--- config.mk ---
export PLATFORM = sky130hd
export DESIGN_NAME = gbm_dp
export DESIGN_NICKNAME = d
export VERILOG_FILES = /design/src/rtl/gbm_pkg.sv /design/src/rtl/gbm_dp.sv
export SDC_FILE = /design/constraint.sdc
export NUM_CORES = 2
export LEC_CHECK = 0
export BUFFER_PORTS_ARGS = -buffer_cell sky130_fd_sc_hd__buf_2
export CELL_PAD_IN_SITES_DETAIL_PLACEMENT = 0
export CELL_PAD_IN_SITES_GLOBAL_PLACEMENT = 1
export CORE_UTILIZATION = 25
export CTS_CLUSTER_DIAMETER = 120
export DETAILED_ROUTE_END_ITERATION = 8
export GPL_TIMING_DRIVEN = 0
export PLACE_DENSITY_LB_ADDON = 0.1
export SETUP_SLACK_MARGIN = 0.15
export SLEW_MARGIN = 20
export SYNTH_ARGS = -nofsm -noshare
export SYNTH_HDL_FRONTEND = slang
export SYNTH_SLANG_ARGS = --single-unit
--- constraint.sdc ---
create_clock -name i_clk -period 37.3 [get_ports i_clk]
set_clock_uncertainty 0.05 [all_clocks]
set_input_delay 1.865 -clock i_clk [delete_from_list [all_inputs] [get_ports i_clk]]
set_output_delay 1.865 -clock i_clk [all_outputs]
set_load 0.02 [all_outputs]
--- src/rtl/gbm_pkg.sv ---
package gbm_pkg;

    localparam int UNIFORM_BITS = 32;
    localparam int FRAC_BITS    = 16;

    localparam int LOG_STEPS    = 32;
    localparam int SQRT_STEPS   = 28;
    localparam int HORNER_STEPS = 11;
    localparam int SIN_TERMS    = 5;
    localparam int CNT_W        = 5;
    localparam int IDX_W        = 4;

    localparam int MUL_W     = 33;
    localparam int PROD_W    = 2 * MUL_W;
    localparam int V_W       = 56;
    localparam int DEV_W     = 24;
    localparam int DEV_SHIFT = 54 - FRAC_BITS;

    localparam logic [32:0] TWO_LN2_Q32 = 33'd5954088944;
    localparam logic [30:0] HALF_PI_Q30 = 31'd1686629713;
    localparam logic [30:0] Q30_ONE     = 31'h4000_0000;
    localparam logic [31:0] UNI_MASK    = 32'((64'd1 << UNIFORM_BITS) - 64'd1);
    localparam int          UNI_SHIFT   = 32 - UNIFORM_BITS;

    // sine terms first, then cosine terms
    localparam logic [7:0] HORNER_K [HORNER_STEPS] = '{
        8'd110, 8'd72, 8'd42, 8'd20, 8'd6,
        8'd132, 8'd90, 8'd56, 8'd30, 8'd12, 8'd2
    };
    localparam logic [31:0] HORNER_RECIP [HORNER_STEPS] = '{
        32'd39045157, 32'd59652323, 32'd102261126, 32'd214748364, 32'd715827882,
        32'd32537631, 32'd47721858, 32'd76695844, 32'd143165576, 32'd357913941,
        32'd2147483648
    };

    localparam logic REG_MEAN   = 1'b0;
    localparam logic REG_SPREAD = 1'b1;

    typedef enum logic [3:0] {
        OP_NONE, OP_LOAD, OP_NORM, OP_LOG, OP_LN, OP_SQRT, OP_ANG, OP_T2,
        OP_HY, OP_HQ, OP_HFIX, OP_SIN, OP_DSIN, OP_DCOS, OP_SCALE, OP_OUT
    } t_op;

    typedef enum logic [3:0] {
        S_IDLE, S_NORM, S_LOG, S_LN, S_SQRT, S_ANG, S_T2, S_HY, S_HQ, S_HFIX,
        S_SIN, S_DSIN, S_DCOS, S_SCALE, S_OUT
    } t_state;

    typedef struct packed {
        t_op              op;
        logic [IDX_W-1:0] idx;
        logic             from_stored;
    } t_cmd;

    typedef struct packed {
        logic norm_done;
    } t_sts;

endpackage

--- src/rtl/gbm_dp.sv ---
module gbm_dp (
    input  logic          i_clk,
    input  gbm_pkg::t_cmd i_cmd,
    output gbm_pkg::t_sts o_sts,
    input  logic [31:0]   i_uniform_radius,
    input  logic [31:0]   i_uniform_angle,
    input  logic [31:0]   i_mean,
    input  logic [31:0]   i_spread,
    output logic [31:0]   o_sample,
    output logic          o_from_stored
);
    import gbm_pkg::*;

    localparam logic [PROD_W-1:0] DEV_HALF    = PROD_W'(1) << (DEV_SHIFT - 1);
    localparam logic [PROD_W-1:0] DEV_POS_MAX = PROD_W'((64'd1 << (DEV_W - 1)) - 64'd1);
    localparam logic [PROD_W-1:0] DEV_NEG_MAX = PROD_W'(64'd1 << (DEV_W - 1));
    localparam logic [PROD_W-1:0] OUT_HALF    = PROD_W'(1) << (FRAC_BITS - 1);
    localparam logic [V_W-1:0]    SQRT_TOP    = V_W'(1) << (2 * (SQRT_STEPS - 1));

    function automatic logic [DEV_W-1:0] make_dev(input logic [PROD_W-1:0] p,
                                                  input logic neg);
        logic [PROD_W-1:0] mag;
        logic [DEV_W-1:0]  res;
        mag = (p + DEV_HALF) >> DEV_SHIFT;
        if (neg) begin
            res = (mag > DEV_NEG_MAX) ? DEV_W'(DEV_NEG_MAX) : DEV_W'(PROD_W'(0) - mag);
        end else begin
            res = (mag > DEV_POS_MAX) ? DEV_W'(DEV_POS_MAX) : DEV_W'(mag);
        end
        return res;
    endfunction

    logic [31:0]       r_m, r_frac, r_ph;
    logic [5:0]        r_lz;
    logic [V_W-1:0]    r_v, r_root, r_bit;
    logic [30:0]       r_t, r_t2, r_a, r_b, r_y, r_q, r_s;
    logic              r_sw, r_neg, r_fs;
    logic [PROD_W-1:0] r_prod;
    logic [DEV_W-1:0]  r_dsin, r_stored;
    logic [31:0]       r_sample;

    logic [MUL_W-1:0]  mul_a, mul_b;
    logic [PROD_W-1:0] mul_p;
    logic [31:0]       u1m;
    logic [5:0]        int_part;
    logic [37:0]       neg_log;
    logic [29:0]       ln_arg;
    logic [30:0]       ang_in;
    logic [32:0]       sq_m;
    logic [V_W-1:0]    trial;
    logic [37:0]       kq, rem;
    logic [30:0]       q_fix, h_val;
    logic [30:0]       sq, cq, s_val, c_val;
    logic              s_neg, c_neg;
    logic [DEV_W-1:0]  dev, dev_mag;
    logic [PROD_W-1:0] rnd;
    logic [41:0]       mag42, sv42, sum42;
    logic [31:0]       sat;

    assign u1m      = i_uniform_radius & UNI_MASK;
    assign int_part = 6'(UNIFORM_BITS - 31) + r_lz;
    assign neg_log  = {int_part, 32'd0} - {6'd0, r_frac};
    assign ln_arg   = neg_log[37:8];
    assign ang_in   = r_ph[29] ? (Q30_ONE - {1'b0, r_ph[29:0]}) : {1'b0, r_ph[29:0]};
    assign sq_m     = mul_p[63:31];
    assign trial    = r_root + r_bit;

    assign kq    = 38'(r_q) * 38'(HORNER_K[i_cmd.idx]);
    assign rem   = 38'(r_y) - kq;
    assign q_fix = r_q + 31'(rem >= 38'(HORNER_K[i_cmd.idx]));
    assign h_val = Q30_ONE - q_fix;

    assign sq    = r_sw ? r_b : r_s;
    assign cq    = r_sw ? r_s : r_b;
    assign s_val = r_ph[30] ? cq : sq;
    assign c_val = r_ph[30] ? sq : cq;
    assign s_neg = r_ph[31];
    assign c_neg = r_ph[31] ^ r_ph[30];

    assign dev     = i_cmd.from_stored ? r_stored : r_dsin;
    assign dev_mag = dev[DEV_W-1] ? DEV_W'(-dev) : dev;

    assign rnd   = (r_prod + OUT_HALF) >> FRAC_BITS;
    assign mag42 = rnd[41:0];
    assign sv42  = r_neg ? (42'd0 - mag42) : mag42;
    assign sum42 = sv42 + {{10{i_mean[31]}}, i_mean};
    assign sat   = (sum42[41:31] == {11{sum42[41]}}) ? sum42[31:0]
                 : (sum42[41] ? 32'h8000_0000 : 32'h7FFF_FFFF);

    always_comb begin
        mul_a = '0;
        mul_b = '0;
        case (i_cmd.op)
            OP_LOG: begin
                mul_a = MUL_W'(r_m);
                mul_b = MUL_W'(r_m);
            end
            OP_LN: begin
                mul_a = MUL_W'(ln_arg);
                mul_b = TWO_LN2_Q32;
            end
            OP_ANG: begin
                mul_a = MUL_W'(ang_in);
                mul_b = MUL_W'(HALF_PI_Q30);
            end
            OP_T2: begin
                mul_a = MUL_W'(r_t);
                mul_b = MUL_W'(r_t);
            end
            OP_HY: begin
                mul_a = MUL_W'(r_t2);
                mul_b = (i_cmd.idx >= IDX_W'(SIN_TERMS)) ? MUL_W'(r_b) : MUL_W'(r_a);
            end
            OP_HQ: begin
                mul_a = MUL_W'(r_y);
                mul_b = MUL_W'(HORNER_RECIP[i_cmd.idx]);
            end
            OP_SIN: begin
                mul_a = MUL_W'(r_t);
                mul_b = MUL_W'(r_a);
            end
            OP_DSIN: begin
                mul_a = r_root[MUL_W-1:0];
                mul_b = MUL_W'(s_val);
            end
            OP_DCOS: begin
                mul_a = r_root[MUL_W-1:0];
                mul_b = MUL_W'(c_val);
            end
            OP_SCALE: begin
                mul_a = MUL_W'(dev_mag);
                mul_b = MUL_W'(i_spread);
            end
            default: ;
        endcase
    end

    assign mul_p = mul_a * mul_b;

    always_ff @(posedge i_clk) begin
        case (i_cmd.op)
            OP_LOAD: begin
                r_m  <= (u1m == 32'd0) ? 32'd1 : u1m;
                r_lz <= '0;
                r_ph <= (i_uniform_angle & UNI_MASK) << UNI_SHIFT;
            end
            OP_NORM: begin
                if (r_m[31:24] == 8'd0) begin
                    r_m  <= r_m << 8;
                    r_lz <= r_lz + 6'd8;
                end else if (!r_m[31]) begin
                    r_m  <= r_m << 1;
                    r_lz <= r_lz + 6'd1;
                end
            end
            OP_LOG: begin
                r_frac <= {r_frac[30:0], sq_m[32]};
                r_m    <= sq_m[32] ? sq_m[32:1] : sq_m[31:0];
            end
            OP_LN: begin
                r_v    <= V_W'({mul_p[62:32], 24'd0});
                r_root <= '0;
                r_bit  <= SQRT_TOP;
            end
            OP_SQRT: begin
                if (r_v >= trial) begin
                    r_v    <= r_v - trial;
                    r_root <= (r_root >> 1) + r_bit;
                end else begin
                    r_root <= r_root >> 1;
                end
                r_bit <= r_bit >> 2;
            end
            OP_ANG: begin
                r_t  <= mul_p[60:30];
                r_sw <= r_ph[29];
            end
            OP_T2: begin
                r_t2 <= mul_p[60:30];
                r_a  <= Q30_ONE;
                r_b  <= Q30_ONE;
            end
            OP_HY: r_y <= mul_p[60:30];
            OP_HQ: r_q <= mul_p[62:32];
            OP_HFIX: begin
                if (i_cmd.idx >= IDX_W'(SIN_TERMS)) begin
                    r_b <= h_val;
                end else begin
                    r_a <= h_val;
                end
            end
            OP_SIN: r_s <= mul_p[60:30];
            OP_DSIN: r_dsin <= make_dev(mul_p, s_neg);
            OP_DCOS: r_stored <= make_dev(mul_p, c_neg);
            OP_SCALE: begin
                r_prod <= mul_p;
                r_neg  <= dev[DEV_W-1];
            end
            OP_OUT: begin
                r_sample <= sat;
                r_fs     <= i_cmd.from_stored;
            end
            default: ;
        endcase
    end

    assign o_sts.norm_done = r_m[31];
    assign o_sample        = r_sample;
    assign o_from_stored   = r_fs;

endmodule

After elaboration in Yosys (flattened, before gate mapping)
Memory sizes are Yosys's and may differ from the RTL's.
Index checks and enable logic that the tools add are counted.
{"block": "op_classes", "addsub": 16, "mul": 2, "n_div": 0, "n_lt_le_gt_ge": 6, "n_eq_ne": 20, "shift": 0, "mux": 38, "bitwise_logic": 2, "reduce_logical": 13}
{"operator": "one-hot mux 56 bit (2 select lines)", "n": 3}
{"operator": "one-hot mux 33 bit (10 select lines)", "n": 1}
{"operator": "one-hot mux 33 bit (8 select lines)", "n": 1}
{"operator": "two-way mux 32 bit", "n": 8}
{"operator": "two-way mux 31 bit", "n": 8}
{"operator": "two-way mux 24 bit", "n": 6}
{"operator": "one-hot mux 31 bit (2 select lines)", "n": 2}
{"operator": "two-way mux 56 bit", "n": 2}
{"operator": "one-hot mux 32 bit (3 select lines)", "n": 1}
{"operator": "adder 66 x 38 -> 66 bit, second input constant", "n": 1}
{"operator": "multiplier 33 x 33 -> 66 bit", "n": 1}
{"operator": "adder 58 x 16 -> 58 bit, second input constant", "n": 1}
{"operator": "adder 55 x 56 -> 56 bit", "n": 1}
{"operator": "adder 56 bit", "n": 1}
{"operator": "greater-or-equal comparator 56 bit", "n": 1}
{"operator": "subtractor 56 bit", "n": 1}
{"operator": "adder 42 bit", "n": 1}
{"operator": "two-way mux 42 bit", "n": 1}
{"operator": "subtractor 1 x 42 -> 42 bit, first input constant", "n": 1}
{"operator": "greater-or-equal comparator 38 x 8 -> 1 bit", "n": 1}
{"operator": "multiplier 31 x 8 -> 38 bit", "n": 1}
{"operator": "subtractor 31 x 38 -> 38 bit", "n": 1}
{"operator": "subtractor 38 x 32 -> 38 bit", "n": 1}
{"operator": "== test 4 bit, second input constant", "n": 8}
{"operator": "other kinds (28)", "n": 43}
{"block": "word_totals", "ff_bits": 628, "latchBits": 0, "ramBits": 0, "rom_bits": 640, "out_inout_bits": 34, "word_cells": 121, "n_memories": 2}
{"name": "(name not given)", "depth": 16, "word_bits": 32, "read_ports": 1, "rd_clocked_by_memory_dff": 0, "wr": 0, "line": "gbm_dp.sv:116", "text": "mul_b = MUL_W'(HORNER_RECIP[i_cmd.idx]);"}
{"name": "(name not given)", "depth": 16, "word_bits": 8, "read_ports": 1, "rd_clocked_by_memory_dff": 0, "wr": 0, "line": "gbm_dp.sv:70", "text": "assign q_fix = r_q + 31'(rem >= 38'(HORNER_K[i_cmd.idx]));"}

Longest topological paths before layout
{"block": "logic_depth", "depth_word": 11, "ltp_mapped": 57, "ltp_nobuf": 56}

Worst setup path before layout
No wires, ideal clock.
{"block": "synth_timing", "path_type": "reg-to-reg", "from": "register r_frac[4]", "to": "register r_dsin[20], data pin", "setup_ns": 0.254, "t_arrival_ns": 14.602, "t_required_ns": 36.996, "slack_ns": 22.395, "path_stages_with_launch": 51, "synth_period_minus_slack_ns": 14.905, "path_cell_list": "edfxtp_1 or4_4 or4_1 nor4b_2 nor4b_2 nand2b_1 nor3_2 nor4b_4 nand2b_1 or4_4 or4_1 nor3_2 a21oi_1 xor2_1 nor2_1 a2111oi_0 clkbuf_1 nor2_1 [15 not listed] or4_1 a211o_1 nand2_1 xnor2_1 inv_2 ha_1 inv_1 a211oi_1 nand4_2 nor3_1 a22oi_1 nor3b_2 nand3_1 nor3_1 and2_1 nand3_1 mux2i_1 a21o_1"}
{"block": "synth_between", "elab_chain_len": 7}
{"item": "start, declared", "line": "gbm_dp.sv:33", "text": "logic [31:0] r_m, r_frac, r_ph;"}
{"item": "start signal, assigned", "line": "gbm_dp.sv:157", "text": "r_frac <= {r_frac[30:0], sq_m[32]};"}
{"item": "subtractor 38 x 32 -> 38 bit *", "line": "gbm_dp.sv:62", "text": "assign neg_log = {int_part, 32'd0} - {6'd0, r_frac};"}
{"item": "one-hot mux 33 bit (8 select lines) *", "line": "gbm_dp.sv:93", "text": "case (i_cmd.op)"}
{"item": "multiplier 33 x 33 -> 66 bit *", "line": "gbm_dp.sv:138", "text": "assign mul_p = mul_a * mul_b;"}
{"item": "named net mul_p[38]", "line": "gbm_dp.sv:43", "text": "logic [PROD_W-1:0] mul_p;"}
{"item": "adder 66 x 38 -> 66 bit *", "line": "gbm_dp.sv:24", "text": "mag = (p + DEV_HALF) >> DEV_SHIFT;"}
{"item": "subtractor 1 x 24 -> 24 bit, or another cell as far along", "line": "gbm_dp.sv:26", "text": "res = (mag > DEV_NEG_MAX) ? DEV_W'(DEV_NEG_MAX) : DEV_W'(PROD_W'(0) - mag);"}
{"item": "two-way mux 24 bit, on equally long branches", "line": "gbm_dp.sv:26, gbm_dp.sv:28"}
{"item": "two-way mux 24 bit *", "line": "gbm_dp.sv:25", "text": "if (neg) begin"}
{"item": "end signal, assigned", "line": "gbm_dp.sv:193", "text": "OP_DSIN: r_dsin <= make_dev(mul_p, s_neg);"}
{"item": "end, declared", "line": "gbm_dp.sv:39", "text": "logic [DEV_W-1:0] r_dsin, r_stored;"}
Mark *: on every way through the listed nets, which the timed path passes. The rest lies on a longest branch.
A chain may end at the register's enable or synchronous reset.

Final worst setup path
{"block": "layout_timing", "from": "register r_frac[5]", "to": "register r_stored[23], data pin"}
{"block": "layout_between", "elab_chain_len": 7}
{"item": "subtractor 38 x 32 -> 38 bit *", "line": "gbm_dp.sv:62"}
{"item": "one-hot mux 33 bit (8 select lines) *", "line": "gbm_dp.sv:93"}
{"item": "multiplier 33 x 33 -> 66 bit *", "line": "gbm_dp.sv:138"}
{"item": "named net mul_p[38]", "line": "gbm_dp.sv:43"}
{"item": "adder 66 x 38 -> 66 bit *", "line": "gbm_dp.sv:24"}
{"item": "subtractor 1 x 24 -> 24 bit, or another cell as far along", "line": "gbm_dp.sv:26"}
{"item": "two-way mux 24 bit, on equally long branches", "line": "gbm_dp.sv:26, gbm_dp.sv:28"}
{"item": "two-way mux 24 bit *", "line": "gbm_dp.sv:25"}
{"item": "end signal, assigned", "line": "gbm_dp.sv:194", "text": "OP_DCOS: r_stored <= make_dev(mul_p, c_neg);"}
{"item": "end, declared", "line": "gbm_dp.sv:39"}
Marks and branches as above.

==> metrics.sh <==
SYN_AREA_PER_CELL_UM2=9.07
CP_SLOWEST_CELL='clkbuf_1'
SYNTH.MOST_COMMON_CELL='inv_1'
SYNTH_EDF_COUNT=585
CTSHOLDBUFFERS=0
CLOCK_SINKS=585
SETUP_SLACK_AT_PLACEMENT_PS=17040
WORST_PATH_LARGEST_CELL_DELAY_PS=970
CP-START-KIND='flop'
ROUTE.LAYER.MET1.WL_UM=185000
SETUP_VIOL_COUNT_FINAL=0
FINAL_HOLD_VIOL_COUNT=0
SYNTH_SEQ_CELLS=585
YOSYS_WARNINGS=0
SYNTH_TOP_CELL_BY_AREA='fa_1'
TIMING.CRITICAL_PATH.REQUIRED_PS=37780
BOUNDARYPINS=172
WORSTPATHARRIVAL_PS=20710
CTS-RESIZED-GATES=0
DISTINCT_CELLS_SYNTH=114
SYNTHTOPCELLSBYCOUNT='inv_1 (1313), fa_1 (1135), nand2_1 (1077), nor2_1 (1071), edfxtp_1 (585)'
LAYOUT.CORE_UTILIZATION_PCT=28.7
SYNTH_FF_TYPE='edfxtp_1'
DIE_X_UM=574
VIA_COUNT_OF_THE_FIRST_GLOBAL_ROUTING_PASS=71300
GLOBAL_ROUTE.USAGE.TOTAL_PCT=25.3
GRT_SETUP_UNREPAIRED='false'
DR_TOTAL_VIAS=69500
WORSTSKEWPAIRLATENCY_PS=860
FIN_WS_PS=17070
SYN_TO_FINAL_GROWTH_PCT=14.0
WL_MET3_UM=21600
INITIAL_ANTENNA_VIOLATION_COUNT=37
GRT_MAX_DEGREE=49
TRITONCTS='done'
FINALWORSTPATHREQUIREDPERIOD_PS=20230
DP.FINAL_HPWL_UM=357000
DETAIL_ROUTE.WIRELENGTH_UM=423000
CLK_PATH_BUF_DEPTH=4
CLOCKROOTBUFFER='clkbuf_16'
CPMOSTUSEDCELL='fa_1'
WORST-PATH-MAX-FANOUT=12
FINALCRITPERIODSHARE_PCT=54.2
WIRE_PER_INST_UM=30.6
TOP_LAYER='met5'
MAXCLOCKFREQUENCY_MHz=49.4
POST_DRT_VIA_CELL_RATIO=5.03
SYNTH_SEQUENTIAL_AREA_RATIO_PCT=21.4
IO_BUFFERS=169
DRC_MARKER_COUNT_FROM_THE_FIRST_DETAILED_ROUTE_ITERATION=6103
SLEW_HEADROOM_PCT=15.7
STATUS='finished, final reports clean'
ASYNCSETRESETFLOPFRACSYNTH_PCT=0
GPL.FINAL_WEIGHTED_CONGESTION=0.970
TIMING.MAX_CAP.VIOLATIONS=0
FLOORPLAN.DIE_AREA_UM2=330000
LAYOUT-DRIVE-GT1-SHARE_PCT=7.34
NNETSFINAL=11200
ROUTE.ANTENNA.REMAINING_NETS=0
FILLERINSTANCES=34700
DIEHEIGHT_UM=574
CRITICAL_PATH_CLASS='reg -> reg'
DRCVIOLATIONCOUNT=0
TOTALNEGATIVESETUPSLACK_PS=0
TIMING.FINAL.MAX_SLEW_VIOLATIONS=0
CTS.REPORTEDPATHS.CLKPINSLEW_PS=60
H-TREE-DEPTH=3
WIRE_LENGTH_OF_THE_FIRST_GLOBAL_ROUTING_PASS_UM=581000
TOTAL_LENGTH_OF_ROUTED_MET2_WIRES_UM=195000
CTS-BUFFERS-INSERTED=91
CTS.REPAIR_TIMING.SETUP_BUFFER_COUNT=0
SYN-INSTANCE-COUNT=9035
INITIAL_UTILIZATION_PCT=25.2
TRANSITION_AT_THE_PIN_WITH_THE_SMALLEST_MAX_TRANSITION_SLACK_PS=1270
SYNTH_TOP_AREA_SHARE_PCT=27.7
SYNTH.TOP_CELLS.BY_AREA='fa_1 (28%), edfxtp_1 (21%), ha_1 (8.5%)'
GRT_REMAINING_OVERFLOW=0
POST_SYN_AREA_UM2=81900
NUM_ROWS=209
CORE-AREA_UM2=325000
WORSTSETUPENDPOINTTYPE='flop'
HOLD_CLASS='reg -> reg'
DR.PASS1.ITERS=7
==> final timing paths <==
| path | start | to | slack, ps | depth (start not counted) |
|---|---|---|---|---|
| setup / recovery | r_frac[5]$_DFFE_PP_ | r_stored[23]$_DFFE_PN_ | 17070 | 51 |
| hold / removal | r_frac[4]$_DFFE_PP_ | r_frac[5]$_DFFE_PP_ | 390 | 0 |
| setup reg to reg | r_frac[5]$_DFFE_PP_ | r_stored[23]$_DFFE_PN_ | 17070 | 51 |
| hold reg to reg | r_frac[4]$_DFFE_PP_ | r_frac[5]$_DFFE_PP_ | 390 | 0 |
==> final cells by class <==
cell class / instances / area (um^2) / share of cell area [%]
sequential: 585 / 17600 / 18.8
tap: 4325 / 5410 / 5.79
timing repair buffer: 284 / 2380 / 2.55
antenna: 17 / 42.5 / 0.0456
inverter: 1327 / 4980 / 5.34
clock buffer: 105 / 2330 / 2.49
clock inverter: 51 / 547 / 0.586
buffer: 410 / 1660 / 1.78
multi-input combinational: 6715 / 58500 / 62.6
==> registers in the layout (all words and copies together) (netlist names) <==
register       count
o_sample          32
r_y               31
r_m               32
r_prod            43
r_dsin            24
r_t2              31
r_q               31
r_neg              1
r_b               31
r_lz               6
r_root            56
r_s               31
r_a               31
r_frac            32
r_stored          24
r_bit             28
o_from_stored      1
r_t               31
r_sw               1
r_v               56
r_ph              32
==> placed cells by master, fill, tap and decap left out, types with 30 or more instances in the layout <==
| master | instances |
|---|---|
| nand3_1 | 125 |
| mux2i_1 | 82 |
| nor2b_1 | 44 |
| buf_2 | 199 |
| clkbuf_2 | 52 |
| and2_1 | 112 |
| nand4_1 | 86 |
| edfxtp_1 | 585 |
| a21oi_1 | 415 |
| ha_1 | 558 |
| and3_1 | 52 |
| o221ai_1 | 30 |
| nor3b_1 | 31 |
| xor2_1 | 209 |
| a31oi_1 | 70 |
| o21a_1 | 31 |
| nor2_1 | 1063 |
| xnor2_1 | 230 |
| nor3_1 | 106 |
| o21bai_1 | 62 |
| clkbuf_1 | 328 |
| a21o_1 | 130 |
| fa_1 | 1135 |
| a211oi_1 | 53 |
| nand2_1 | 1077 |
| buf_4 | 37 |
| inv_1 | 1309 |
| or3_1 | 46 |
| a22oi_1 | 80 |
| clkbuf_16 | 91 |
| o21ai_0 | 250 |
| nand2b_1 | 82 |
==> kinds of logic (layout without fill, tap and decap cells) <==
group / Yosys count / after routing / synth area share (%)
adders and majority gates: 1694 / 1694 / 36.3
buffers and inverters: 1737 / 2177 / 8.00
muxes: 90 / 90 / 1.11
xor gates and xnor gates: 457 / 457 / 4.99
other: 2 / 21 / 0.00917
and+or+nand+nor: 3021 / 3021 / 16.5
DFF: 585 / 585 / 21.4
AOI/OAI and AO/OA: 1449 / 1449 / 11.7
==> metrics by stage <==
step / area, um^2 / std cells / hold WS, ps
final: 93400 / 13800 / 387
after global routing: 93300 / 13800 / 398
after CTS: 93300 / 13800 / 390
after detailed placement: 90400 / 13600 / 384
after global placement: 88200 / 13500 / 380
after floorplan: 81900 / 9037 / 367
==> per-layer routing <==
layer | up-vias | global-route usage, %
met5 | - | 0
met4 | 6 | 10.9
met3 | 479 | 2.78
met2 | 2325 | 41.2
met1 | 36000 | 33.7
li1 | 30600 | -
==> critical path, delay by kind of cell, from the launching register on <==
kind | cells | cell delay, ps
and+or+nand+nor | 26 | 9170
adders and majority gates | 10 | 5070
buffers and inverters | 9 | 3270
AOI/OAI and AO/OA | 4 | 1510
DFF | 1 | 410
xor gates and xnor gates | 2 | 380
Power is left out: the tool's default activity adds up to more than one toggle a clock period on the data nets, which glitch-free logic cannot reach.
