**src/rtl/gbm_pkg.sv**
```systemverilog
package gbm_pkg;

    localparam int UNIFORM_BITS = 32;
    localparam int FRAC_BITS    = 16;

    localparam int LOG_STEPS    = 32;
    localparam int SQRT_STEPS   = 28;
    localparam int HORNER_STEPS = 11;
    localparam int SIN_TERMS    = 5;
    localparam int CNT_W        = 5;
    localparam int IDX_W        = 4;

    localparam int MUL_W     = 33;
    localparam int PROD_W    = 2 * MUL_W;
    localparam int V_W       = 56;
    localparam int DEV_W     = 24;
    localparam int DEV_SHIFT = 54 - FRAC_BITS;

    localparam logic [32:0] TWO_LN2_Q32 = 33'd5954088944;
    localparam logic [30:0] HALF_PI_Q30 = 31'd1686629713;
    localparam logic [30:0] Q30_ONE     = 31'h4000_0000;
    localparam logic [31:0] UNI_MASK    = 32'((64'd1 << UNIFORM_BITS) - 64'd1);
    localparam int          UNI_SHIFT   = 32 - UNIFORM_BITS;

    // sine terms first, then cosine terms
    localparam logic [7:0] HORNER_K [HORNER_STEPS] = '{
        8'd110, 8'd72, 8'd42, 8'd20, 8'd6,
        8'd132, 8'd90, 8'd56, 8'd30, 8'd12, 8'd2
    };
    localparam logic [31:0] HORNER_RECIP [HORNER_STEPS] = '{
        32'd39045157, 32'd59652323, 32'd102261126, 32'd214748364, 32'd715827882,
        32'd32537631, 32'd47721858, 32'd76695844, 32'd143165576, 32'd357913941,
        32'd2147483648
    };

    localparam logic REG_MEAN   = 1'b0;
    localparam logic REG_SPREAD = 1'b1;

    typedef enum logic [3:0] {
        OP_NONE, OP_LOAD, OP_NORM, OP_LOG, OP_LN, OP_SQRT, OP_ANG, OP_T2,
        OP_HY, OP_HQ, OP_HFIX, OP_SIN, OP_DSIN, OP_DCOS, OP_SCALE, OP_OUT
    } t_op;

    typedef enum logic [3:0] {
        S_IDLE, S_NORM, S_LOG, S_LN, S_SQRT, S_ANG, S_T2, S_HY, S_HQ, S_HFIX,
        S_SIN, S_DSIN, S_DCOS, S_SCALE, S_OUT
    } t_state;

    typedef struct packed {
        t_op              op;
        logic [IDX_W-1:0] idx;
        logic             from_stored;
    } t_cmd;

    typedef struct packed {
        logic norm_done;
    } t_sts;

endpackage

```
**src/rtl/gbm_ctrl.sv**
```systemverilog
module gbm_ctrl (
    input  logic          i_clk,
    input  logic          i_rst_n,
    input  logic          i_in_valid,
    output logic          o_in_ready,
    input  logic          i_out_ready,
    output logic          o_out_valid,
    output gbm_pkg::t_cmd o_cmd,
    input  gbm_pkg::t_sts i_sts
);
    import gbm_pkg::*;

    t_state           r_state, n_state;
    logic [CNT_W-1:0] r_cnt, n_cnt;
    logic             r_have, n_have;
    logic             r_fromst, n_fromst;
    logic             r_out_valid, n_out_valid;
    logic             out_free;

    assign out_free = !r_out_valid || i_out_ready;

    always_ff @(posedge i_clk) begin
        if (!i_rst_n) begin
            r_state     <= S_IDLE;
            r_cnt       <= '0;
            r_have      <= 1'b0;
            r_fromst    <= 1'b0;
            r_out_valid <= 1'b0;
        end else begin
            r_state     <= n_state;
            r_cnt       <= n_cnt;
            r_have      <= n_have;
            r_fromst    <= n_fromst;
            r_out_valid <= n_out_valid;
        end
    end

    always_comb begin
        n_state     = r_state;
        n_cnt       = r_cnt;
        n_have      = r_have;
        n_fromst    = r_fromst;
        n_out_valid = r_out_valid;
        if (r_out_valid && i_out_ready) begin
            n_out_valid = 1'b0;
        end
        case (r_state)
            S_IDLE: begin
                if (i_in_valid) begin
                    if (r_have) begin
                        n_have   = 1'b0;
                        n_fromst = 1'b1;
                        n_state  = S_SCALE;
                    end else begin
                        n_fromst = 1'b0;
                        n_state  = S_NORM;
                    end
                end
            end
            S_NORM: begin
                if (i_sts.norm_done) begin
                    n_cnt   = '0;
                    n_state = S_LOG;
                end
            end
            S_LOG: begin
                n_cnt = r_cnt + 1'b1;
                if (r_cnt == CNT_W'(LOG_STEPS - 1)) begin
                    n_cnt   = '0;
                    n_state = S_LN;
                end
            end
            S_LN: begin
                n_cnt   = '0;
                n_state = S_SQRT;
            end
            S_SQRT: begin
                n_cnt = r_cnt + 1'b1;
                if (r_cnt == CNT_W'(SQRT_STEPS - 1)) begin
                    n_cnt   = '0;
                    n_state = S_ANG;
                end
            end
            S_ANG: n_state = S_T2;
            S_T2: begin
                n_cnt   = '0;
                n_state = S_HY;
            end
            S_HY: n_state = S_HQ;
            S_HQ: n_state = S_HFIX;
            S_HFIX: begin
                if (r_cnt == CNT_W'(HORNER_STEPS - 1)) begin
                    n_cnt   = '0;
                    n_state = S_SIN;
                end else begin
                    n_cnt   = r_cnt + 1'b1;
                    n_state = S_HY;
                end
            end
            S_SIN: n_state = S_DSIN;
            S_DSIN: n_state = S_DCOS;
            S_DCOS: begin
                n_have  = 1'b1;
                n_state = S_SCALE;
            end
            S_SCALE: n_state = S_OUT;
            S_OUT: begin
                if (out_free) begin
                    n_out_valid = 1'b1;
                    n_state     = S_IDLE;
                end
            end
            default: n_state = S_IDLE;
        endcase
    end

    always_comb begin
        o_in_ready        = (r_state == S_IDLE);
        o_out_valid       = r_out_valid;
        o_cmd.idx         = r_cnt[IDX_W-1:0];
        o_cmd.from_stored = r_fromst;
        case (r_state)
            S_IDLE:  o_cmd.op = (i_in_valid && !r_have) ? OP_LOAD : OP_NONE;
            S_NORM:  o_cmd.op = OP_NORM;
            S_LOG:   o_cmd.op = OP_LOG;
            S_LN:    o_cmd.op = OP_LN;
            S_SQRT:  o_cmd.op = OP_SQRT;
            S_ANG:   o_cmd.op = OP_ANG;
            S_T2:    o_cmd.op = OP_T2;
            S_HY:    o_cmd.op = OP_HY;
            S_HQ:    o_cmd.op = OP_HQ;
            S_HFIX:  o_cmd.op = OP_HFIX;
            S_SIN:   o_cmd.op = OP_SIN;
            S_DSIN:  o_cmd.op = OP_DSIN;
            S_DCOS:  o_cmd.op = OP_DCOS;
            S_SCALE: o_cmd.op = OP_SCALE;
            S_OUT:   o_cmd.op = out_free ? OP_OUT : OP_NONE;
            default: o_cmd.op = OP_NONE;
        endcase
    end

endmodule

```
**config.mk**
```make
export PLATFORM = sky130hd
export DESIGN_NAME = gbm_ctrl
export DESIGN_NICKNAME = d
export VERILOG_FILES = /design/src/rtl/gbm_pkg.sv /design/src/rtl/gbm_ctrl.sv
export SDC_FILE = /design/constraint.sdc
export NUM_CORES = 1
export LEC_CHECK = 0
export BUFFER_PORTS_ARGS = -buffer_cell sky130_fd_sc_hd__buf_2
export CAP_MARGIN = 20
export CORE_MARGIN = 3
export CORE_UTILIZATION = 52
export CTS_BUF_LIST = sky130_fd_sc_hd__clkbuf_2
export DETAILED_ROUTE_END_ITERATION = 8
export PLACE_DENSITY = 0.77
export SLEW_MARGIN = 15
export SYNTH_ARGS = -nofsm -noshare
export SYNTH_HDL_FRONTEND = slang
export SYNTH_SLANG_ARGS = --single-unit
```
**constraint.sdc**
```tcl
create_clock -name i_clk -period 1.7 [get_ports i_clk]
set_input_delay 0.255 -clock i_clk [delete_from_list [all_inputs] [get_ports i_clk]]
set_output_delay 0.255 -clock i_clk [all_outputs]
set_load 0.1 [all_outputs]
```
==> results.sh, run 1 <==
export IMPL_haltStage="global routing"
export IMPL_synthTopCellsByCount="o21ai_0, dfxtp_1, nand2_1"
export IMPL_synth_area_um2=958.4
export IMPL_clock_path_buffers=2
export IMPL_synth_async_reset_ratio=0
export IMPL_synth_edf_count=0
export IMPL_port_buffers=15
export IMPL_antenna_found_initial=0
export IMPL_synth_distinct_cells=40
export IMPL_grt_max_degree=18
export IMPL_fp_dieH_um=48.93
export IMPL_ys_flop_type="dfxtp_1"
export IMPL_ys_top_cells_by_area="dfxtp_1, o21ai_0, nor2b_1"
export IMPL_yosysMostFrequentCell="o21ai_0"
export IMPL_gp_congestion=0.8680
export IMPL_rows=14
export IMPL_synth_warnings=0
export IMPL_synth_top_cell_area_share=0.2507
export IMPL_cts_buffers=3
export IMPL_syn_avg_cell_area_um2=7.792
export IMPL_cts_hold_buffers=0
export IMPL_yosysSeqAreaShare=0.2507
export IMPL_stop_error="[ERROR DPL-0033] detailed placement checks failed during check placement."
export IMPL_cts_sinks=12
export IMPL_cts_root_buf="clkbuf_2"
export IMPL_crit_endpoint="r_cnt[2]$_SDFFE_PN0P_/D"
export IMPL_dp_hpwl_um=1818
export IMPL_synth_seq_cells=12
export IMPL_netlist_instances=123
export IMPL_worst_endpoint_kind="register data pin"
export IMPL_die_w_um=48.93
export IMPL_yosys_area_top_type="dfxtp_1"
export IMPL_start_util=0.5947
export IMPL_syn_nets=131
export IMPL_io_pins=16
export IMPL_placed_cell_area_um2=1247
export IMPL_htreeDepth=1
export IMPL_status="aborted with a tool error"
[repair_timing]
action,CTS
endpoints found under the setup margin,8
gates resized for setup,19
pin swaps,6
setup buffers,7
cloned,0
[logic make-up after synthesis]
family	count (synthesis)	synth area share
muxes	1	0.01044
buffers and inverters	18	0.1162
DFF	12	0.2507
adders and majority gates	3	0.03917
AOI/OAI and AO/OA	40	0.2820
and+or+nand+nor	49	0.3016
[per-stage QoR]
step           setup slack, ns  cells  hold slack, ns
3_3_place_gp          -0.01941    165          0.4851
3_5_place_dp          -0.05580    165          0.4914
2_1_floorplan          -0.3133    123          0.4022
4_1_cts               -0.03179    176          0.2891
==> run 2: changes to the inputs <==
- CORE_AREA: unset -> 3 3 64 66
- CORE_MARGIN: 3 -> unset
- CORE_UTILIZATION: 52 -> unset
- CTS_BUF_LIST: sky130_fd_sc_hd__clkbuf_2 -> unset
- DIE_AREA: unset -> 0 0 67 69
- PLACE_DENSITY: 0.77 -> unset
- PLACE_DENSITY_LB_ADDON: unset -> 0.15
- clock period: 1.7 -> 2.2 ns (I/O delays scaled with it)
==> run 2 against run 1 <==
Net effect: the run now ends clean; synthesized cell count did not move; area after synthesis did not move.
==> results.sh, run 2 <==
export IMPL_crit_type="register to output pin"
export IMPL_hold_viol=0
export IMPL_rows=22
export IMPL_tightest_slew_ns=0.5415
export IMPL_finalCritPeriodShare=0.9138
export IMPL_hold_path_class="input pin to register"
export IMPL_die_w_um=67
export IMPL_status="finished, final reports clean"
export IMPL_slew_headroom=0.6357
export IMPL_placed_cell_area_um2=1101
export IMPL_crit_arrival_ns=1.68
export IMPL_grt_first_pass_wirelength_um=4153
export IMPL_largest_reg_flops=5
export IMPL_dieArea_um2=4623
export IMPL_fin_area_um2=1162
export IMPL_clkLatencyLatePin_ns=0.24
export IMPL_start_util=0.2638
export IMPL_drv_cap=0
export IMPL_mostFrequentLayoutCell="buf_2"
export IMPL_io_pins=16
export IMPL_synth_async_reset_ratio=0
export IMPL_end_kind="output pin"
export IMPL_tritoncts="built"
export IMPL_cts_root_buf="clkbuf_8"
export IMPL_worstSetupStartpointType="register"
export IMPL_yosysSeqAreaShare=0.2507
export IMPL_power_per_cell_area_nw_per_um2=1395
export IMPL_yosys_area_top_type="dfxtp_1"
export IMPL_cp_slowest_cell="dfxtp_1"
export IMPL_p_total_mw=1.621
export IMPL_antenna_found_initial=0
export IMPL_grt_max_degree=16
export IMPL_max_stage_delay_ns=0.57
export IMPL_synth_edf_count=0
export IMPL_coreArea_um2=3633
export IMPL_final_cell_mix="buf_2, o21ai_0, dfxtp_1"
export IMPL_crit_buf_inv=2
export IMPL_cts_buffers=3
export IMPL_path_cells="buf_4, nand4_1, o21ai_2, buf_2"
export IMPL_fmax_mhz=497.4
export IMPL_cts_sinks=12
export IMPL_dr_pass1_iters=4
export IMPL_ys_flop_type="dfxtp_1"
export IMPL_clock_path_buffers=2
export IMPL_overflow=0
export IMPL_syn_nets=131
export IMPL_clock_skew_ns=0.004349
export IMPL_top_regs="r_cnt x5, r_state x4"
export IMPL_drt_wirelength_per_cell_um=13.08
export IMPL_synth_warnings=0
export IMPL_yosysMostFrequentCell="o21ai_0"
export IMPL_p_leak_nw=0.4702
export IMPL_port_buffers=15
export IMPL_synth_distinct_cells=40
export IMPL_finalNetCount=142
export IMPL_synth_seq_cells=12
export IMPL_cp_required_ns=1.87
export IMPL_synth_top_cell_area_share=0.2507
export IMPL_syn_to_final_growth_pct=21.28
export IMPL_critPathTopFamily="buffers and inverters"
export IMPL_num_vias=909
export IMPL_rsz0062_at_grt="false"
export IMPL_cts_hold_buffers=0
export IMPL_setup_tns_ns=0
export IMPL_grt_pass1_vias=913
export IMPL_cts_resized_gates=0
export IMPL_grt_usage=0.1108
export IMPL_clk_pin_slew_ns=0.05
export IMPL_netlist_instances=123
export IMPL_holdWs_ns=0.4425
export IMPL_dp_hpwl_um=1760
export IMPL_drt_iter0_drc=35
export IMPL_post_cts_setup_buffers=0
export IMPL_syn_avg_cell_area_um2=7.792
export IMPL_finalSetupViolations=0
export IMPL_synthTopCellsByCount="o21ai_0, dfxtp_1, nand2_1"
export IMPL_fp_dieH_um=69
export IMPL_slew_violations=0
export IMPL_final_layout_size_suffix_gt1_frac=0.2707
export IMPL_ys_top_cells_by_area="dfxtp_1, o21ai_0, nor2b_1"
export IMPL_diodes=0
export IMPL_viasPerCell=5.022
export IMPL_drt_total_wl_um=2368
export IMPL_gp_congestion=0.7598
export IMPL_synth_area_um2=958.4
export IMPL_drtAntennaViolNets=0
export IMPL_ir_drop_v=0.0003040
export IMPL_largest_register="r_cnt"
export IMPL_min_period_ns=2.010
export IMPL_htreeDepth=1
export IMPL_drc=0
export IMPL_crit_fanout=11
[run 2: cell counts after synthesis]
No cell type changed its count.
[run 2: final cells by class]
cell class	instances	area (um2)
fillers	404	2471
repair buffers	20	142.6
multi-input cells	93	648.1
well taps	48	60.06
clock buffers	4	55.05
inverters	4	15.01
flip-flops and latches	12	241.5
[run 2: cells by family (layout without fill, tap and decap cells)]
| family | after synthesis | in the layout | synth area share |
|---|---|---|---|
| multiplexers | 1 | 1 | 0.01044 |
| buffers and inverters | 18 | 28 | 0.1162 |
| flip-flops | 12 | 12 | 0.2507 |
| adder cells (fa/ha/maj) | 3 | 3 | 0.03917 |
| AO/OA/AOI/OAI | 40 | 40 | 0.2820 |
| AND/OR/NAND/NOR | 49 | 49 | 0.3016 |
[run 2: power breakdown]
group          internal [mW]  leakage, nW  switching (mW)
combinational          0.323        0.344           0.739
sequential             0.249       0.0977          0.0654
clock                  0.158       0.0288          0.0864
total                  0.730        0.470           0.891
[run 2: metrics by stage]
step,instances,utilization,setup slack (ns)
global route,181,0.3199,0.07229
CTS,181,0.3182,0.1763
floorplan,123,-,0.1014
global placement,177,0.3030,0.3015
detailed placement,177,0.3030,0.2292
finish,181,0.3199,0.1897
[run 2: worst reg2reg max path: cells and delay by family, from the launching register on]
family | cells | cell delay (ns)
flip-flops | 1 | 0.41
adder cells (fa/ha/maj) | 2 | 0.39
AO/OA/AOI/OAI | 2 | 0.29
AND/OR/NAND/NOR | 3 | 0.74
[run 2: metal layers]
layer / part of all wire / wire (um) / global-route usage / up-vias
met1: 0.48 / 1132 / 0.1532 / 431
met3: 0.043 / 103 / 0.02117 / 2
met5: 0 / 0 / 0 / -
li1: - / - / - / 459
met4: 0.0034 / 8 / 0.03153 / 0
met2: 0.47 / 1123 / 0.1725 / 17
[run 2: final timing paths]
check                           startpoint          to  slack [ns]  cells past startpoint
worst min-delay path                 i_sts  r_state[0]        0.44                      4
worst max register to register    r_cnt[0]    r_cnt[2]        0.25                      7
worst min register to register    r_fromst    r_fromst        0.52                      2
worst max-delay path            r_state[0]    o_cmd[8]        0.19                      4
Power figures use the tool's default switching activity.
==> run 3: changes to the inputs <==
- ABC_AREA: unset -> 1
==> run 3 against run 2 <==
Net effect: non-clock buffer count is 5 lower; register-to-register slack better by 0.32 ns; clock-buffer cell count stayed put; first-iteration DRC count is 29% higher; area after synthesis is 4.3% higher; worst hold slack worse by 0.13 ns; critical path type unchanged; critical endpoint is now o_cmd[5]; largest cell class unchanged; highest routed layer unchanged.
==> results.sh, run 3 <==
export IMPL_rows=22
export IMPL_internal_power_uw=584.9
export IMPL_crit_buf_inv=1
export IMPL_viasPerCell=4.525
export IMPL_drv_cap=0
export IMPL_cp_required_ns=1.87
export IMPL_multi_input_comb_area_um2=625.6
export IMPL_mostFrequentLayoutCell="nand2_1"
export IMPL_syn_avg_cell_area_um2=5.713
export IMPL_largest_register="r_cnt"
export IMPL_regToRegSetupSlack_ns=0.57
export IMPL_gp_congestion=0.9618
export IMPL_coreArea_um2=3633
export IMPL_final_layout_size_suffix_gt1_frac=0.2074
export IMPL_grt_first_pass_wirelength_um=4388
export IMPL_dp_hpwl_um=2116
export IMPL_fmax_mhz=478.1
export IMPL_drc=0
export IMPL_synth_seq_cells=12
export IMPL_netlist_instances=175
export IMPL_placed_cell_area_um2=1110
export IMPL_grt_max_degree=12
export IMPL_synth_warnings=0
export IMPL_ir_drop_v=0.0006390
export IMPL_io_pins=16
export IMPL_drt_met1_wl_um=1248
export IMPL_slew_violations=0
export IMPL_pwr_share_clk=0.168
export IMPL_worstSetupStartpointType="register"
export IMPL_fin_area_um2=1165
export IMPL_drt_total_wl_um=2535
export IMPL_drtAntennaViolNets=0
export IMPL_met3_length_um=64
export IMPL_cts_sinks=12
export IMPL_ys_flop_type="dfxtp_1"
export IMPL_finalSetupViolations=0
export IMPL_slew_headroom=0.6774
export IMPL_path_cells="nand2_1, nor2_1, nand2_1, nand2_1, nor2_1, o211ai_1, buf_2"
export IMPL_syn_nets=183
export IMPL_die_w_um=67
export IMPL_hold_path_class="input pin to register"
export IMPL_clk_pin_slew_ns=0.06
export IMPL_fp_dieH_um=69
export IMPL_clkLatencyLatePin_ns=0.24
export IMPL_tightest_slew_ns=0.4872
export IMPL_switchingPower_uw=849.5
export IMPL_clock_skew_ns=0.007757
export IMPL_dp_cells=232
export IMPL_cts_resized_gates=0
export IMPL_finalNetCount=197
export IMPL_synthTopCellsByCount="nand2_1, nor2_1, inv_1"
export IMPL_final_cell_mix="nand2_1, nor2_1, inv_1"
export IMPL_utilization=0.3206
export IMPL_hold_end="r_cnt[0]"
export IMPL_switching_share=0.5923
export IMPL_met2WireLength_um=1155
export IMPL_hold_path_depth=3
export IMPL_dr_pass1_iters=4
export IMPL_num_vias=1068
export IMPL_syn_to_final_growth_pct=16.52
export IMPL_fillCellCount=443
export IMPL_top_regs="r_cnt x5, r_state x4"
export IMPL_grt_usage=0.1218
export IMPL_min_period_ns=2.091
export IMPL_dieArea_um2=4623
export IMPL_ff2ff_path_depth=10
export IMPL_yosys_area_top_type="dfxtp_1"
export IMPL_yosysSeqAreaShare=0.2403
export IMPL_post_cts_setup_buffers=0
export IMPL_crit_type="register to output pin"
export IMPL_crit_path_start="r_state[2]"
export IMPL_crit_fanout=6
export IMPL_grt_pass1_vias=1010
export IMPL_worst_hold_startpoint="i_rst_n"
export IMPL_routed_top_layer="met4"
export IMPL_hold_viol=0
export IMPL_drt_iter0_drc=45
export IMPL_cts_root_buf="clkbuf_8"
export IMPL_synth_top_cell_area_share=0.2403
export IMPL_power_frac_comb=0.616
export IMPL_pwr_share_seq=0.216
export IMPL_cp_slowest_cell="buf_2"
export IMPL_clock_path_buffers=2
export IMPL_setup_tns_ns=0
export IMPL_cts_buffers=3
export IMPL_htreeDepth=1
export IMPL_critPathTopFamily="simple AND/OR/NAND/NOR gates"
export IMPL_worst_path_most_repeated_cell="nand2_1"
export IMPL_ff_latch_area_um2=246.5
export IMPL_synth_async_reset_ratio=0
export IMPL_status="finished, final reports clean"
export IMPL_fin_cells=236
export IMPL_tritoncts="built"
export IMPL_synth_edf_count=0
export IMPL_overflow=0
export IMPL_port_buffers=15
export IMPL_rr_endpoint="r_state[0]"
export IMPL_start_util=0.2751
export IMPL_rsz0062_at_grt="false"
export IMPL_ys_top_cells_by_area="dfxtp_1, nand2_1, nor2_1"
export IMPL_yosysMostFrequentCell="nand2_1"
export IMPL_max_stage_delay_ns=0.45
export IMPL_cts_hold_buffers=0
export IMPL_finalCritPeriodShare=0.9506
export IMPL_p_leak_nw=0.6239
export IMPL_antenna_found_initial=0
export IMPL_diodes=0
export IMPL_synth_distinct_cells=20
export IMPL_end_kind="output pin"
export IMPL_synth_area_um2=999.7
export IMPL_power_per_cell_area_nw_per_um2=1231
export IMPL_rr_startpoint="r_cnt[0]"
export IMPL_crit_arrival_ns=1.76
export IMPL_largest_reg_flops=5
export IMPL_drt_wirelength_per_cell_um=10.74
-- run 3: layout make-up --
cell class / instances / area share
Sequential cell: 12 / 0.2116
Tap cell: 48 / 0.05156
Multi-Input combinational cell: 130 / 0.5371
Timing Repair Buffer: 15 / 0.06445
Inverter: 27 / 0.08808
Clock buffer: 4 / 0.04726
-- run 3: power groups by stage --
stage / registers (mW) / logic [mW] / clock network (mW)
2_1_floorplan: 0.301 / 0.763 / 0
6_report: 0.309 / 0.884 / 0.241
4_1_cts: 0.310 / 0.892 / 0.253
5_1_grt: 0.318 / 0.956 / 0.257
3_5_place_dp: 0.314 / 0.890 / 0
3_3_place_gp: 0.312 / 0.895 / 0
-- run 3: worst min-delay path: stages --
cell     delay (ns)
buf_2          0.10
nand2_1        0.05
nor2_1         0.03
-- run 3: worst max path at each step --
stage	end	slack, ns	depth (start not counted)
after floorplan	o_cmd[5]	-0.36	5
after global placement	o_cmd[5]	0.39	6
after detailed placement	o_cmd[5]	0.37	8
after CTS	o_cmd[5]	0.1	8
after global routing	o_cmd[5]	0.01	8
final	o_cmd[5]	0.11	7
-- run 3: per-layer routing --
metal | vias up | track usage
met4 | 0 | 0.06081
met5 | - | 0
met3 | 7 | 0.01954
met1 | 481 | 0.1597
met2 | 15 | 0.1889
li1 | 565 | -
-- run 3: through the flow --
step	setup WS, ns	total power, mW	hold WS [ns]
3_5_place_dp	0.3695	1.204	0.4738
4_1_cts	0.09611	1.455	0.3086
3_3_place_gp	0.3887	1.207	0.4478
5_1_grt	0.01004	1.531	0.3350
2_1_floorplan	-0.3593	1.064	0.4395
6_report	0.1086	1.434	0.3122
-- run 3: cells by family (layout without fill, tap and decap cells) --
kind of cell / count (synthesis) / count (layout) / synth area share
AO/OA/AOI/OAI: 19 / 19 / 0.1039
AND/OR/NAND/NOR: 106 / 106 / 0.4568
flip-flops: 12 / 12 / 0.2403
adder cells (fa/ha/maj): 3 / 3 / 0.03755
buffers and inverters: 33 / 46 / 0.1439
XOR/XNOR: 2 / 2 / 0.01753
==> run 4: changes to the inputs <==
- MAX_ROUTING_LAYER: unset -> met4
==> run 4 against run 3 <==
Net effect: power increased by 1.5%; setup slack improved by 0.059 ns; clock power about the same; first-iteration DRC count increased by 24%; critical path type unchanged; cell area increased by 1.1%; clock-buffer cell count unchanged; flip-flop and latch count unchanged; die area unchanged; highest routed layer unchanged; fmax increased by 2.9%.
==> results.sh, run 4 (synthesis results as in run 3) <==
export IMPL_status="finished, final reports clean"
export IMPL_largest_reg_flops=5
export IMPL_rr_endpoint="r_state[1]"
export IMPL_fin_cells=237
export IMPL_regToRegSetupSlack_ns=0.57
export IMPL_power_per_cell_area_nw_per_um2=1236
export IMPL_htreeDepth=1
export IMPL_tightest_slew_ns=0.4896
export IMPL_num_vias=1071
export IMPL_final_layout_size_suffix_gt1_frac=0.2116
export IMPL_drt_total_wl_um=2544
export IMPL_start_util=0.2751
export IMPL_rsz0062_at_grt="false"
export IMPL_coreArea_um2=3633
export IMPL_clock_path_buffers=2
export IMPL_antenna_found_initial=0
export IMPL_dr_pass1_iters=5
export IMPL_ir_drop_v=0.0006484
export IMPL_finalSetupViolations=0
export IMPL_crit_path_start="r_state[2]"
export IMPL_slew_violations=0
export IMPL_viasPerCell=4.519
export IMPL_finalNetCount=198
export IMPL_grt_first_pass_wirelength_um=4609
export IMPL_clkLatencyLatePin_ns=0.24
export IMPL_drt_iter0_drc=56
export IMPL_drv_cap=0
export IMPL_clk_pin_slew_ns=0.06
export IMPL_end_kind="output pin"
export IMPL_drt_wirelength_per_cell_um=10.73
export IMPL_post_cts_setup_buffers=0
export IMPL_crit_fanout=6
export IMPL_drtAntennaViolNets=0
export IMPL_grt_pass1_vias=1028
export IMPL_port_buffers=15
export IMPL_die_w_um=67
export IMPL_rr_startpoint="r_cnt[1]"
export IMPL_finalCritPeriodShare=0.9237
export IMPL_cts_buffers=3
export IMPL_cp_slowest_cell="buf_2"
export IMPL_mostFrequentLayoutCell="nand2_1"
export IMPL_rows=22
export IMPL_grt_usage=0.1303
export IMPL_fp_dieH_um=69
export IMPL_fin_area_um2=1177
export IMPL_io_pins=16
export IMPL_hold_viol=0
export IMPL_placed_cell_area_um2=1117
export IMPL_diodes=0
export IMPL_crit_arrival_ns=1.70
export IMPL_p_leak_nw=0.6298
export IMPL_fmax_mhz=492.1
export IMPL_clock_skew_ns=0.0007483
export IMPL_gp_congestion=0.9815
export IMPL_dp_hpwl_um=2141
export IMPL_dp_cells=233
export IMPL_drc=0
export IMPL_worst_path_most_repeated_cell="nand2_1"
export IMPL_tritoncts="built"
export IMPL_cts_sinks=12
export IMPL_overflow=0
export IMPL_utilization=0.3240
export IMPL_largest_register="r_cnt"
export IMPL_syn_to_final_growth_pct=17.77
export IMPL_worstSetupStartpointType="register"
export IMPL_crit_type="register to output pin"
export IMPL_dieArea_um2=4623
export IMPL_slew_headroom=0.6759
export IMPL_holdWs_ns=0.3302
export IMPL_path_cells="nand2_1, nor2_1, nand2_1, nand2_1, inv_1, nand2_1, buf_2"
export IMPL_crit_path_end="o_cmd[7]"
export IMPL_final_cell_mix="nand2_1, nor2_1, inv_1"
export IMPL_cts_root_buf="clkbuf_8"
export IMPL_min_period_ns=2.032
export IMPL_max_stage_delay_ns=0.41
export IMPL_ff2ff_path_depth=10
export IMPL_p_total_mw=1.455
export IMPL_top_regs="r_cnt x5, r_state x4"
export IMPL_hold_path_class="input pin to register"
export IMPL_grt_max_degree=12
export IMPL_cp_required_ns=1.87
run 4: layer usage:
metal,wire [um],GRT usage,part of all wire
met1,1192,0.1683,0.47
met2,1219,0.2020,0.48
met3,103,0.02117,0.040
met4,28,0.04730,0.011
met5,0,-,0
run 4: critical path: cells and delay by family (launching register included):
family,cells,cell delay (ns)
and+or+nand+nor,5,0.60
DFF,1,0.39
buffers and inverters,2,0.46
run 4: how the worst min path moves through the flow:
stage                        start  endpoint  slack [ns]  cells after the start
after floorplan           r_fromst  r_fromst        0.44                      2
after CTS                  i_rst_n  r_cnt[0]        0.33                      3
after global routing       i_rst_n  r_cnt[0]        0.34                      3
after detailed placement  r_fromst  r_fromst        0.46                      2
final                      i_rst_n  r_cnt[0]        0.33                      3
after global placement    r_fromst  r_fromst        0.45                      2
run 4: layout make-up:
cell class	count	area, um2
clock buffers	4	55.05
fillers	427	2456
inverters	27	102.6
multi-input cells	130	625.6
flip-flops and latches	12	246.5
well taps	48	60.06
repair buffers	16	87.58
run 4: repair_timing:
action | CTS | global route
gates resized for setup | 0 | 2
setup endpoints to repair | 0 | 2
hold buffers | 0 | 0
run 4: through the flow:
stage	worst slack, ns	TNS [ns]
global route	0.009255	0
detailed placement	0.3478	0
finish	0.1680	0
floorplan	-0.3593	-0.3593
CTS	0.08323	0
global placement	0.3480	0
run 4: report_power, final:
part / leakage, nW / total, mW / internal (mW) / switching, mW
clock: 0.0288 / 0.242 / 0.158 / 0.0842
sequential: 0.0994 / 0.308 / 0.250 / 0.0579
combinational: 0.502 / 0.905 / 0.189 / 0.716
total: 0.630 / 1.46 / 0.597 / 0.858
